## config.mk

```make
export PLATFORM = sky130hd
export DESIGN_NAME = divisor_count_trial_division
export DESIGN_NICKNAME = d
export VERILOG_FILES = /design/src/rtl/core/dctd_pkg.sv /design/src/rtl/core/dctd_div.sv /design/src/rtl/core/dctd_datapath.sv /design/src/rtl/core/dctd_ctrl.sv /design/src/rtl/core/divisor_count_trial_division.sv
export SDC_FILE = /design/constraint.sdc
export NUM_CORES = 1
export LEC_CHECK = 0
export ABC_AREA = 0
export BUFFER_PORTS_ARGS = -buffer_cell sky130_fd_sc_hd__buf_2
export CORE_MARGIN = 2
export CORE_UTILIZATION = 63
export DETAILED_ROUTE_END_ITERATION = 8
export HOLD_SLACK_MARGIN = 0.02
export PLACE_DENSITY_LB_ADDON = 0.1
export RECOVER_POWER = 25
export REMOVE_ABC_BUFFERS = 1
export SKIP_CTS_REPAIR_TIMING = 1
export SYNTH_ARGS = -nofsm -noshare
export SYNTH_HDL_FRONTEND = slang
export SYNTH_SLANG_ARGS = --single-unit
```

## constraint.sdc

```tcl
create_clock -name clk_i -period 8.5 [get_ports clk_i]
set_input_delay 0.425 -clock clk_i [delete_from_list [all_inputs] [get_ports clk_i]]
set_output_delay 0.425 -clock clk_i [all_outputs]
set_load 0.005 [all_outputs]
```

## src/rtl/core/dctd_pkg.sv

```systemverilog
// ----------------------------------------------------------------------------
// dctd_pkg
// Shared types and constants for the divisor count block: controller states
// and the command and status groups between controller and datapath.
// ----------------------------------------------------------------------------
`timescale 1ns / 1ps
`default_nettype none

package dctd_pkg;

  // Width and ceiling of the divisor count
  localparam int unsigned COUNT_W = 11;
  localparam logic [COUNT_W-1:0] COUNT_MAX = 11'h7FF;

  // First odd trial factor and the step between trial factors
  localparam int unsigned TRIAL_START = 3;
  localparam int unsigned TRIAL_STEP  = 2;

  typedef enum logic [2:0] {
    ST_IDLE,
    ST_CHECK,
    ST_TEST,
    ST_REDUCE,
    ST_FINISH,
    ST_OUT
  } state_e;

  // Commands from controller to datapath
  typedef struct packed {
    logic load;
    logic shift_two;
    logic e_inc;
    logic e_clr;
    logic f_init;
    logic f_step;
    logic take_quot;
    logic mul_count;
    logic mul_two;
    logic clr_count;
    logic div_start;
    logic out_load;
  } cmd_t;

  // Status from datapath to controller
  typedef struct packed {
    logic n_zero;
    logic n_even;
    logic n_is_one;
    logic div_busy;
    logic f_gt_q;
    logic r_zero;
    logic out_free;
  } sts_t;

endpackage

`default_nettype wire

```

## src/rtl/core/dctd_div.sv

```systemverilog
// ----------------------------------------------------------------------------
// dctd_div
// Restoring radix-2 divider: one quotient bit per cycle across the VALUE_WIDTH
// dividend bits. Quotient and remainder stay registered until the next start.
// ----------------------------------------------------------------------------
`timescale 1ns / 1ps
`default_nettype none

module dctd_div #(
  parameter int unsigned VALUE_WIDTH = 32,
  parameter int unsigned FACTOR_W    = 18
) (
  input  wire logic                   clk_i,
  input  wire logic                   rst_ni,
  input  wire logic                   start_i,
  input  wire logic [VALUE_WIDTH-1:0] dividend_i,
  input  wire logic [FACTOR_W-1:0]    divisor_i,
  output logic                        busy_o,
  output logic [VALUE_WIDTH-1:0]      quot_o,
  output logic [FACTOR_W-1:0]         rem_o
);

  localparam int unsigned CNT_W = $clog2(VALUE_WIDTH + 1);

  logic [CNT_W-1:0]       cnt_q, cnt_d;
  logic [VALUE_WIDTH-1:0] quo_q, quo_d;
  logic [FACTOR_W-1:0]    rem_q, rem_d;
  logic [FACTOR_W:0]      rem_shift;
  logic [FACTOR_W:0]      rem_diff;
  logic                   fits;

  // Trial subtract of the divisor from the shifted partial remainder
  assign rem_shift = {rem_q, quo_q[VALUE_WIDTH-1]};
  assign rem_diff  = rem_shift - {1'b0, divisor_i};
  assign fits      = rem_shift >= {1'b0, divisor_i};

  always_comb begin
    cnt_d = cnt_q;
    quo_d = quo_q;
    rem_d = rem_q;
    if (start_i) begin
      cnt_d = CNT_W'(VALUE_WIDTH);
      quo_d = dividend_i;
      rem_d = '0;
    end else if (cnt_q != '0) begin
      cnt_d = cnt_q - CNT_W'(1);
      quo_d = {quo_q[VALUE_WIDTH-2:0], fits};
      rem_d = fits ? rem_diff[FACTOR_W-1:0] : rem_shift[FACTOR_W-1:0];
    end
  end

  // Step counter is control state
  always_ff @(posedge clk_i or negedge rst_ni) begin
    if (!rst_ni) begin
      cnt_q <= '0;
    end else begin
      cnt_q <= cnt_d;
    end
  end

  always_ff @(posedge clk_i) begin
    quo_q <= quo_d;
    rem_q <= rem_d;
  end

  assign busy_o = cnt_q != '0;
  assign quot_o = quo_q;
  assign rem_o  = rem_q;

endmodule

`default_nettype wire

```

## src/rtl/core/dctd_datapath.sv

```systemverilog
// ----------------------------------------------------------------------------
// dctd_datapath
// Working registers for the cofactor, trial factor, exponent and count, the
// saturating count multiplier, the shared divider and the output register.
// ----------------------------------------------------------------------------
`timescale 1ns / 1ps
`default_nettype none

module dctd_datapath #(
  parameter int unsigned VALUE_WIDTH = 32
) (
  input  wire logic                         clk_i,
  input  wire logic                         rst_ni,
  input  wire dctd_pkg::cmd_t               cmd_i,
  input  wire logic [VALUE_WIDTH-1:0]       value_i,
  input  wire logic                         out_ready_i,
  output dctd_pkg::sts_t                    sts_o,
  output logic                              out_valid_o,
  output logic [dctd_pkg::COUNT_W-1:0]      divisor_count_o
);

  import dctd_pkg::*;

  localparam int unsigned FACTOR_W = VALUE_WIDTH / 2 + 2;
  localparam int unsigned EXP_W    = $clog2(VALUE_WIDTH + 2);
  localparam int unsigned PROD_W   = COUNT_W + EXP_W;

  logic [VALUE_WIDTH-1:0] n_q, n_d;
  logic [EXP_W-1:0]       e_q, e_d;
  logic [FACTOR_W-1:0]    f_q, f_d;
  logic [COUNT_W-1:0]     count_q, count_d;
  logic                   out_valid_q, out_valid_d;
  logic [COUNT_W-1:0]     out_count_q;

  logic                   div_busy;
  logic [VALUE_WIDTH-1:0] quot;
  logic [FACTOR_W-1:0]    rem;

  logic [EXP_W-1:0]       mul_op;
  logic [PROD_W-1:0]      prod;
  logic [COUNT_W-1:0]     prod_sat;

  // Multiply the count by the exponent plus one, or by two, and saturate
  assign mul_op   = cmd_i.mul_two ? EXP_W'(2) : e_q;
  assign prod     = PROD_W'(count_q) * PROD_W'(mul_op);
  assign prod_sat = (prod > {{EXP_W{1'b0}}, COUNT_MAX}) ? COUNT_MAX : prod[COUNT_W-1:0];

  // Next values of the working registers
  always_comb begin
    n_d = n_q;
    if (cmd_i.load) begin
      n_d = value_i;
    end else if (cmd_i.shift_two) begin
      n_d = n_q >> 1;
    end else if (cmd_i.take_quot) begin
      n_d = quot;
    end

    e_d = e_q;
    if (cmd_i.load || cmd_i.e_clr) begin
      e_d = EXP_W'(1);
    end else if (cmd_i.e_inc || cmd_i.shift_two) begin
      e_d = e_q + EXP_W'(1);
    end

    f_d = f_q;
    if (cmd_i.f_init) begin
      f_d = FACTOR_W'(TRIAL_START);
    end else if (cmd_i.f_step) begin
      f_d = f_q + FACTOR_W'(TRIAL_STEP);
    end

    count_d = count_q;
    if (cmd_i.load) begin
      count_d = COUNT_W'(1);
    end else if (cmd_i.clr_count) begin
      count_d = '0;
    end else if (cmd_i.mul_count) begin
      count_d = prod_sat;
    end
  end

  always_ff @(posedge clk_i) begin
    n_q     <= n_d;
    e_q     <= e_d;
    f_q     <= f_d;
    count_q <= count_d;
  end

  // Shared divider: cofactor over trial factor, loaded with the next cofactor
  dctd_div #(
    .VALUE_WIDTH (VALUE_WIDTH),
    .FACTOR_W    (FACTOR_W)
  ) u_div (
    .clk_i      (clk_i),
    .rst_ni     (rst_ni),
    .start_i    (cmd_i.div_start),
    .dividend_i (n_d),
    .divisor_i  (f_d),
    .busy_o     (div_busy),
    .quot_o     (quot),
    .rem_o      (rem)
  );

  // Output word register: hold until taken
  always_comb begin
    out_valid_d = out_valid_q;
    if (cmd_i.out_load) begin
      out_valid_d = 1'b1;
    end else if (out_ready_i) begin
      out_valid_d = 1'b0;
    end
  end

  always_ff @(posedge clk_i or negedge rst_ni) begin
    if (!rst_ni) begin
      out_valid_q <= 1'b0;
    end else begin
      out_valid_q <= out_valid_d;
    end
  end

  always_ff @(posedge clk_i) begin
    if (cmd_i.out_load) begin
      out_count_q <= count_q;
    end
  end

  // Status back to the controller
  assign sts_o.n_zero   = n_q == '0;
  assign sts_o.n_even   = !n_q[0];
  assign sts_o.n_is_one = n_q == VALUE_WIDTH'(1);
  assign sts_o.div_busy = div_busy;
  assign sts_o.f_gt_q   = {{(VALUE_WIDTH - FACTOR_W){1'b0}}, f_q} > quot;
  assign sts_o.r_zero   = rem == '0;
  assign sts_o.out_free = !out_valid_q || out_ready_i;

  assign out_valid_o     = out_valid_q;
  assign divisor_count_o = out_count_q;

endmodule

`default_nettype wire

```

## src/rtl/core/dctd_ctrl.sv

```systemverilog
// ----------------------------------------------------------------------------
// dctd_ctrl
// Sequencer for the divisor count: strip factors of two, walk odd trial
// factors through the divider, fold in a leftover prime, hand off the word.
// ----------------------------------------------------------------------------
`timescale 1ns / 1ps
`default_nettype none

module dctd_ctrl (
  input  wire logic           clk_i,
  input  wire logic           rst_ni,
  input  wire logic           in_valid_i,
  input  wire dctd_pkg::sts_t sts_i,
  output dctd_pkg::cmd_t      cmd_o,
  output logic                in_ready_o
);

  import dctd_pkg::*;

  state_e state_q, state_d;

  // Next state
  always_comb begin
    state_d = state_q;
    case (state_q)
      ST_IDLE: begin
        if (in_valid_i) begin
          state_d = ST_CHECK;
        end
      end
      ST_CHECK: begin
        if (sts_i.n_zero) begin
          state_d = ST_OUT;
        end else if (!sts_i.n_even) begin
          state_d = ST_TEST;
        end
      end
      ST_TEST: begin
        if (!sts_i.div_busy) begin
          if (sts_i.f_gt_q) begin
            state_d = ST_FINISH;
          end else if (sts_i.r_zero) begin
            state_d = ST_REDUCE;
          end
        end
      end
      ST_REDUCE: begin
        if (!sts_i.div_busy && !sts_i.r_zero) begin
          state_d = ST_TEST;
        end
      end
      ST_FINISH: begin
        state_d = ST_OUT;
      end
      ST_OUT: begin
        if (sts_i.out_free) begin
          state_d = ST_IDLE;
        end
      end
      default: begin
        state_d = ST_IDLE;
      end
    endcase
  end

  // Commands
  always_comb begin
    cmd_o      = '0;
    in_ready_o = 1'b0;
    case (state_q)
      ST_IDLE: begin
        in_ready_o = 1'b1;
        cmd_o.load = in_valid_i;
      end
      ST_CHECK: begin
        if (sts_i.n_zero) begin
          cmd_o.clr_count = 1'b1;
        end else if (sts_i.n_even) begin
          cmd_o.shift_two = 1'b1;
        end else begin
          cmd_o.mul_count = 1'b1;
          cmd_o.e_clr     = 1'b1;
          cmd_o.f_init    = 1'b1;
          cmd_o.div_start = 1'b1;
        end
      end
      ST_TEST, ST_REDUCE: begin
        if (!sts_i.div_busy && !(state_q == ST_TEST && sts_i.f_gt_q)) begin
          if (sts_i.r_zero) begin
            // Factor divides: count it and divide the quotient again
            cmd_o.e_inc     = 1'b1;
            cmd_o.take_quot = 1'b1;
            cmd_o.div_start = 1'b1;
          end else begin
            // Factor exhausted: fold exponent in and advance to next odd factor
            cmd_o.mul_count = 1'b1;
            cmd_o.e_clr     = 1'b1;
            cmd_o.f_step    = 1'b1;
            cmd_o.div_start = 1'b1;
          end
        end
      end
      ST_FINISH: begin
        if (!sts_i.n_is_one) begin
          cmd_o.mul_count = 1'b1;
          cmd_o.mul_two   = 1'b1;
        end
      end
      ST_OUT: begin
        cmd_o.out_load = sts_i.out_free;
      end
      default: begin
        cmd_o = '0;
      end
    endcase
  end

  always_ff @(posedge clk_i or negedge rst_ni) begin
    if (!rst_ni) begin
      state_q <= ST_IDLE;
    end else begin
      state_q <= state_d;
    end
  end

endmodule

`default_nettype wire

```

## src/rtl/core/divisor_count_trial_division.sv

```systemverilog
// A nonzero word takes one shift per factor of two, then its divisions: one per odd
// trial factor tried, the first past the square root included, plus one per odd
// prime factor removed (with multiplicity). Zero goes straight to the output.
// All divisions run on the single shared divider, one quotient bit per cycle.
// Throughput: one word at a time; the next word is taken once the result is
// in the output register. Reset clears controller, divider and output valid.
// ----------------------------------------------------------------------------
// divisor_count_trial_division
// Counts the positive divisors of an unsigned integer by trial division with
// an iterative divider; zero gives a count of zero.
// ----------------------------------------------------------------------------
`timescale 1ns / 1ps
`default_nettype none

module divisor_count_trial_division #(
  parameter int unsigned VALUE_WIDTH = 32
) (
  input  wire logic                         clk_i,
  input  wire logic                         rst_ni,
  input  wire logic                         in_valid_i,
  output logic                              in_ready_o,
  input  wire logic [VALUE_WIDTH-1:0]       value_i,
  output logic                              out_valid_o,
  input  wire logic                         out_ready_i,
  output logic [dctd_pkg::COUNT_W-1:0]      divisor_count_o
);

  import dctd_pkg::*;

  cmd_t cmd;
  sts_t sts;

  // Sequencer
  dctd_ctrl u_ctrl (
    .clk_i      (clk_i),
    .rst_ni     (rst_ni),
    .in_valid_i (in_valid_i),
    .sts_i      (sts),
    .cmd_o      (cmd),
    .in_ready_o (in_ready_o)
  );

  // Datapath
  dctd_datapath #(
    .VALUE_WIDTH (VALUE_WIDTH)
  ) u_datapath (
    .clk_i           (clk_i),
    .rst_ni          (rst_ni),
    .cmd_i           (cmd),
    .value_i         (value_i),
    .out_ready_i     (out_ready_i),
    .sts_o           (sts),
    .out_valid_o     (out_valid_o),
    .divisor_count_o (divisor_count_o)
  );

endmodule

`default_nettype wire

```

==> impl_metrics.json, run 1 <==
{
  "multi_input_area_um2": 5660,
  "r2r_cells": 23,
  "yosysWarnings": 0,
  "hold_viol": 0,
  "vias_per_cell": 6.11,
  "setup_viol": 0,
  "synth_edf_count": 43,
  "total_power_mw": 3.67,
  "power_density_nw_per_um2": 354,
  "final_max_slew_viol_count": 37,
  "antennaDiodeCount": 0,
  "path_clk_slew_ns": 0.06,
  "die_h_um": 126,
  "critPathKind": "reg2reg",
  "irDropWorstVdd_mv": 0.177,
  "synthesis.instances": 1018,
  "min_period_ns": 7.11,
  "placed_cells": 1213,
  "min-delay-start": "value_i[30]",
  "period_share_pct": 83.7,
  "netlist_area_um2": 9450,
  "cts_tree": "done",
  "r2r-end": "u_datapath.count_q[9]",
  "ys.flop_type": "dfxtp_1",
  "min_path_type": "in2reg",
  "min_path_cells": 2,
  "async_reset_ff_share_pct": 7.25,
  "final_cells": 1246,
  "coreArea_um2": 14600,
  "status": "finished with violations",
  "cap_violations": 1,
  "start_kind": "flop",
  "drtIter0Drc": 589,
  "root_buffer": "clkbuf_16",
  "vias": 7619,
  "antenna_found_initial": 0,
  "clockBufferDepth": 2,
  "cts.sinks": 138,
  "fin_skew_ns": 0.00759,
  "slew_headroom_pct": -12.4,
  "crit_required_ns": 8.81,
  "wl_um": 21600,
  "seq_area_um2": 3240,
  "port_buffers": 48,
  "reg2reg_from": "u_datapath.n_q[23]",
  "start_util_pct": 64.8,
  "design.portCount": 49,
  "firstDrtPassIters": 4,
  "grt_max_degree": 54,
  "rows": 44,
  "grt_pass1_vias": 7248,
  "failed_checks": "capacitance limit, slew limit",
  "end_kind": "flop",
  "grt_pass1_wl_um": 36000,
  "post-route-drc-count": 0,
  "whs_ns": 0.197,
  "numCtsBuffers": 17,
  "routabilityCongestion": 0.883,
  "worst_slew_pin_slew_ns": 1.69,
  "arrival_ns": 7.42,
  "wire_per_inst_um": 17.3,
  "ys_seq_elements": 138,
  "hold_end": "u_datapath.n_q[30]",
  "final_antenna_net_count": 0,
  "die_w_um": 126,
  "finalSetupTns_ns": 0,
  "dieArea_um2": 16000,
  "reg2reg_slack_ns": 1.39,
  "rsz0062_at_grt": "no",
  "dp_hpwl_um": 15700,
  "fmax_ghz": 0.141,
  "drive_above_1_share_pct": 12.9,
  "p_leak_nw": 4.77,
  "grtUsageTotal_pct": 27.9,
  "yosysUniqueCellTypes": 61,
  "clock_latency_ns": 0.43,
  "num-fill-cells": 1172,
  "critPathMaxFanout": 52,
  "postSynthAreaPerCell_um2": 9.28,
  "finalNetCount": 1187,
  "htreeDepth": 4,
  "area_delta_synth_final_pct": 9.74,
  "synth.yosys.seq_area_share_pct": 34.3,
  "grt_overflow": 0
}
synth_stat cells, types with 17 or more instances:
master | n | share of area, %
nor2b_1 | 19 | 1.3
o22ai_1 | 29 | 1.9
a21oi_1 | 89 | 4.7
edfxtp_1 | 43 | 14
and3_1 | 54 | 3.6
buf_2 | 17 | 0.90
fa_1 | 38 | 8.1
dfxtp_1 | 85 | 18
nand4_1 | 23 | 1.5
nand3_1 | 17 | 0.90
mux2i_1 | 21 | 2.2
clkbuf_1 | 22 | 0.87
xor2_1 | 29 | 2.7
nand2_1 | 60 | 2.4
ha_1 | 64 | 8.5
o21ai_0 | 38 | 2.0
mux2_2 | 32 | 3.8
inv_1 | 91 | 3.6
nor2_1 | 61 | 2.4
state kept, by name, summed over array words and instances, names as in the netlist:
signal,cells
u_ctrl.state_q,3
u_datapath.count_q,11
u_datapath.divisor_count_o,11
u_datapath.e_q,6
u_datapath.f_q,18
u_datapath.n_q,32
u_datapath.out_valid_o,1
u_datapath.u_div.cnt_q,6
u_datapath.u_div.quot_o,32
u_datapath.u_div.rem_o,18
cell families (layout without fill, tap and decap cells):
| kind of cell | after synthesis | in the layout | share of synthesized area [%] |
|---|---|---|---|
| mux | 53 | 53 | 6.04 |
| simple gates | 317 | 317 | 18.1 |
| xor+xnor | 44 | 44 | 4.08 |
| buf+inv | 134 | 178 | 5.67 |
| flops | 138 | 138 | 34.3 |
| fa+ha+maj | 102 | 102 | 16.5 |
| compound gates | 230 | 230 | 15.2 |
power by group:
part	internal (mW)	switching, mW
Combinational	0.745	0.866
Clock	0.466	0.303
Sequential	0.990	0.296
Total	2.20	1.47
per-layer routing:
| layer | routed length, µm | vias up | track usage (%) | share of wire (%) |
|---|---|---|---|---|
| met5 | 0 | - | 0 | 0 |
| met4 | 476 | 0 | 8.99 | 2.2 |
| met3 | 1200 | 34 | 4.39 | 5.6 |
| met2 | 9810 | 227 | 43.7 | 45 |
| met1 | 10100 | 3644 | 39.8 | 47 |
| li1 | - | 3714 | - | - |
worst max-delay path by stage:
stage                                  start  cells past startpoint  slack, ns                     end
after global placement    u_datapath.n_q[23]                     23       1.69   u_datapath.count_q[3]
after detailed placement  u_datapath.n_q[23]                     23       1.49   u_datapath.count_q[8]
after CTS                 u_datapath.n_q[23]                     23       1.44   u_datapath.count_q[9]
after global routing      u_datapath.n_q[23]                     23       0.91   u_datapath.count_q[3]
final                     u_datapath.n_q[23]                     23       1.39   u_datapath.count_q[9]
after floorplan           u_datapath.n_q[23]                     22       2.12  u_datapath.count_q[10]
stage by stage:
| stage | area (µm²) | setup WS (ns) | utilization (%) |
|---|---|---|---|
| floorplan | 9250 | 2.12 | - |
| global placement | 9780 | 1.69 | 67.0 |
| detailed placement | 9780 | 1.49 | 67.0 |
| CTS | 10400 | 1.44 | 71.2 |
| global route | 10400 | 0.909 | 71.1 |
| finish | 10400 | 1.39 | 71.1 |
cell usage in the layout, fill, tap and decap left out, types with 6 or more instances in the layout:
cell / instances
nor2b_1: 19
inv_1: 91
or2_1: 8
clkbuf_1: 9
or2_2: 9
nor3_1: 10
nand2_1: 60
a31oi_1: 6
nand3_1: 17
ha_1: 64
xnor2_1: 15
dfxtp_1: 85
fa_1: 38
dfrtp_1: 10
o21ai_0: 38
mux2_2: 32
o22ai_1: 29
o21a_1: 8
and2_1: 9
o221a_2: 9
xor2_1: 29
buf_2: 40
nand2b_1: 8
a21o_1: 13
a21oi_1: 89
nand4_1: 23
clkbuf_16: 17
o211ai_1: 7
and3_1: 54
mux2i_1: 21
nor2_1: 61
edfxtp_1: 43
nor4_1: 17
worst max-delay path, cell delays in order, from the launching register on:
cell and delay [ns]:
dfxtp_1 0.32, or4_1 0.53, nor4_1 0.27, nand3_1 0.22
nor2_1 0.19, a211o_1 0.15, buf_4 0.34, nor2b_1 0.67
nor2b_1 0.15, fa_1 0.53, inv_1 0.05, fa_1 0.46
fa_1 0.54, inv_1 0.04, ha_1 0.33, nor2b_1 0.16
o31a_1 0.26, or4_1 0.45, a31oi_1 0.24, a21o_1 0.11
o211ai_1 0.11, nor4_4 0.37, nand2_2 0.20, o221a_2 0.29
cell type report:
type / count / area share [%]
Multi-Input combinational cell: 746 / 54.6
Timing Repair Buffer: 55 / 2.72
Tap cell: 184 / 2.22
Clock buffer: 17 / 4.10
Clock inverter: 15 / 1.81
Inverter: 91 / 3.30
Sequential cell: 138 / 31.3
No activity file was read; power rests on OpenSTA's default activity.
==> run 2, diff against run 1 <==
==> constraint.sdc (replaced) <==
create_clock -name clk_i -period 7.4 [get_ports clk_i]
set_input_delay 0.37 -clock clk_i [delete_from_list [all_inputs] [get_ports clk_i]]
set_output_delay 0.37 -clock clk_i [all_outputs]
set_load 0.005 [all_outputs]
==> run 2 against run 1 <==
Compared with the run above: the flow still finishes with violations (capacitance limit, slew limit); die area is the same; register-to-register slack lost 0.82 ns; flip-flop and latch count is the same; largest cell class unchanged.
==> impl_metrics.json, run 2 (synthesis gave the netlist of run 1 again) <==
{
  "r2r_cells": 23,
  "layout_setup_ws_ns": 0.570,
  "place_ws_ns": 0.638,
  "min_period_ns": 6.83,
  "numCtsBuffers": 17,
  "cts_tree": "done",
  "switching_share_pct": 40.8,
  "finalNetCount": 1188,
  "worst-path-buf-inv": 3,
  "grt_use_met3_pct": 5.15,
  "final_common_cell": "inv_1",
  "grt_overflow": 0,
  "critPathMostFrequentCell": "fa_1",
  "cap_violations": 1,
  "firstDrtPassIters": 5,
  "num-fill-cells": 1140,
  "cts.sinks": 138,
  "min_path_type": "in2reg",
  "start_kind": "flop",
  "dieArea_um2": 16000,
  "path_clk_slew_ns": 0.07,
  "slowest_delay_ns": 0.60,
  "top_usage_layer": "met2",
  "drtIter0Drc": 527,
  "htreeDepth": 4,
  "hold_viol": 0,
  "routabilityCongestion": 0.881,
  "switchingPower_mw": 1.71,
  "failed_checks": "capacitance limit, slew limit",
  "status": "finished with violations",
  "critPathMaxFanout": 32,
  "wl_um": 22200,
  "setup_viol": 0,
  "port_buffers": 48,
  "grt_pass1_wl_um": 36900,
  "min_path_cells": 2,
  "grtUsageMet2_pct": 45.3,
  "design.portCount": 49,
  "p_seq_share_pct": 35.4,
  "irDropWorstVdd_mv": 0.244,
  "root_buffer": "clkbuf_16",
  "path_cells": "or4_1 -> nor4_1 -> nand3_1 -> nor2_1 -> a211o_1 -> nor2b_1 -> buf_4 -> nor2b_1 -> fa_1 -> inv_1 -> fa_1 -> fa_1 -> inv_1 -> ha_1 -> o21ai_0 -> o21bai_1 -> o41a_1 -> a31oi_2 -> o21ai_1 -> xor2_1 -> nor4_4 -> nand2_2 -> o221a_2",
  "clock_latency_ns": 0.43,
  "coreArea_um2": 14600,
  "die_h_um": 126,
  "period_share_pct": 92.3,
  "final_cell_mix": "91 x inv_1, 89 x a21oi_1, 85 x dfxtp_1",
  "cp_num_cells": 23,
  "slowest_stage": "a211o_1",
  "grt_max_degree": 54,
  "fin_util_pct": 70.9,
  "vias_per_cell": 6.17,
  "power_frac_comb_pct": 44.5,
  "fin_skew_ns": 0.0121,
  "critPathKind": "reg2reg",
  "p_leak_nw": 4.75,
  "fmax_ghz": 0.146,
  "drive_above_1_share_pct": 12.8,
  "slew_headroom_pct": -19.9,
  "finalSetupTns_ns": 0,
  "wire_per_inst_um": 17.8,
  "area_delta_synth_final_pct": 9.50,
  "post-route-drc-count": 0,
  "clockBufferDepth": 2,
  "final_antenna_net_count": 0,
  "rsz0062_at_grt": "no",
  "p_int_mw": 2.47,
  "dp_hpwl_um": 16300,
  "final_max_slew_viol_count": 37,
  "antenna_found_initial": 0,
  "arrival_ns": 7.14,
  "p_clk_share_pct": 20.1,
  "end_kind": "flop",
  "grt_pass1_vias": 7324,
  "cp_top_family": "simple AND/OR/NAND/NOR gates",
  "vias": 7688,
  "crit_required_ns": 7.71,
  "start_util_pct": 64.8,
  "rows": 44,
  "grtUsageTotal_pct": 28.6,
  "antennaDiodeCount": 0,
  "power_density_nw_per_um2": 404,
  "met1_usage_pct": 40.9,
  "worst_slew_pin_slew_ns": 1.80,
  "die_w_um": 126
}
-- run 2: cell count changes in the layout (fill, tap and decap cells not counted), sizes merged --
cell and delta:
clkbuf +2, inv +3, clkinv -2, bufinv -2
-- run 2: final cells by class --
class / count / area [µm²] / share of cell area (%)
Tap cell: 184 / 230 / 2.23
Inverter: 91 / 342 / 3.30
Clock inverter: 14 / 156 / 1.51
Multi-Input combinational cell: 746 / 5660 / 54.7
Clock buffer: 18 / 429 / 4.15
Sequential cell: 138 / 3240 / 31.4
Timing Repair Buffer: 56 / 287 / 2.77
-- run 2: routing by layer --
metal,vias up,part of all wire (%)
met5,-,0
met4,0,1.4
met3,25,5.9
met2,244,46
met1,3696,47
li1,3723,-
-- run 2: path summary, 6_finish.rpt --
check                                   start                         to  slack [ns]
max                        u_datapath.n_q[23]      u_datapath.count_q[2]        0.57
min                               value_i[30]         u_datapath.n_q[30]        0.15
max reg2reg                u_datapath.n_q[23]      u_datapath.count_q[2]        0.57
min reg2reg                 u_datapath.f_q[0]          u_datapath.f_q[0]        0.48
max in group asynchronous              rst_ni  u_datapath.u_div.cnt_q[2]        6.56
min in group asynchronous              rst_ni  u_datapath.u_div.cnt_q[3]        0.46
-- run 2: power groups by stage --
stage / Sequential [mW] / Clock [mW] / Combinational [mW]
after floorplan: 1.35 / 0 / 1.49
after global placement: 1.48 / 0 / 1.79
after detailed placement: 1.48 / 0 / 1.85
after CTS: 1.47 / 0.852 / 1.86
after global routing: 1.52 / 0.885 / 2.11
final: 1.48 / 0.842 / 1.86
-- run 2: metrics by stage --
stage | power (mW) | instances | hold WS [ns] | cell area (µm²)
floorplan | 2.83 | 975 | 0.0744 | 9250
CTS | 4.18 | 1246 | -0.203 | 10400
finish | 4.18 | 1247 | 0.146 | 10300
detailed placement | 3.33 | 1214 | 0.245 | 9780
global route | 4.51 | 1247 | 0.140 | 10300
global placement | 3.26 | 1214 | 0.247 | 9780
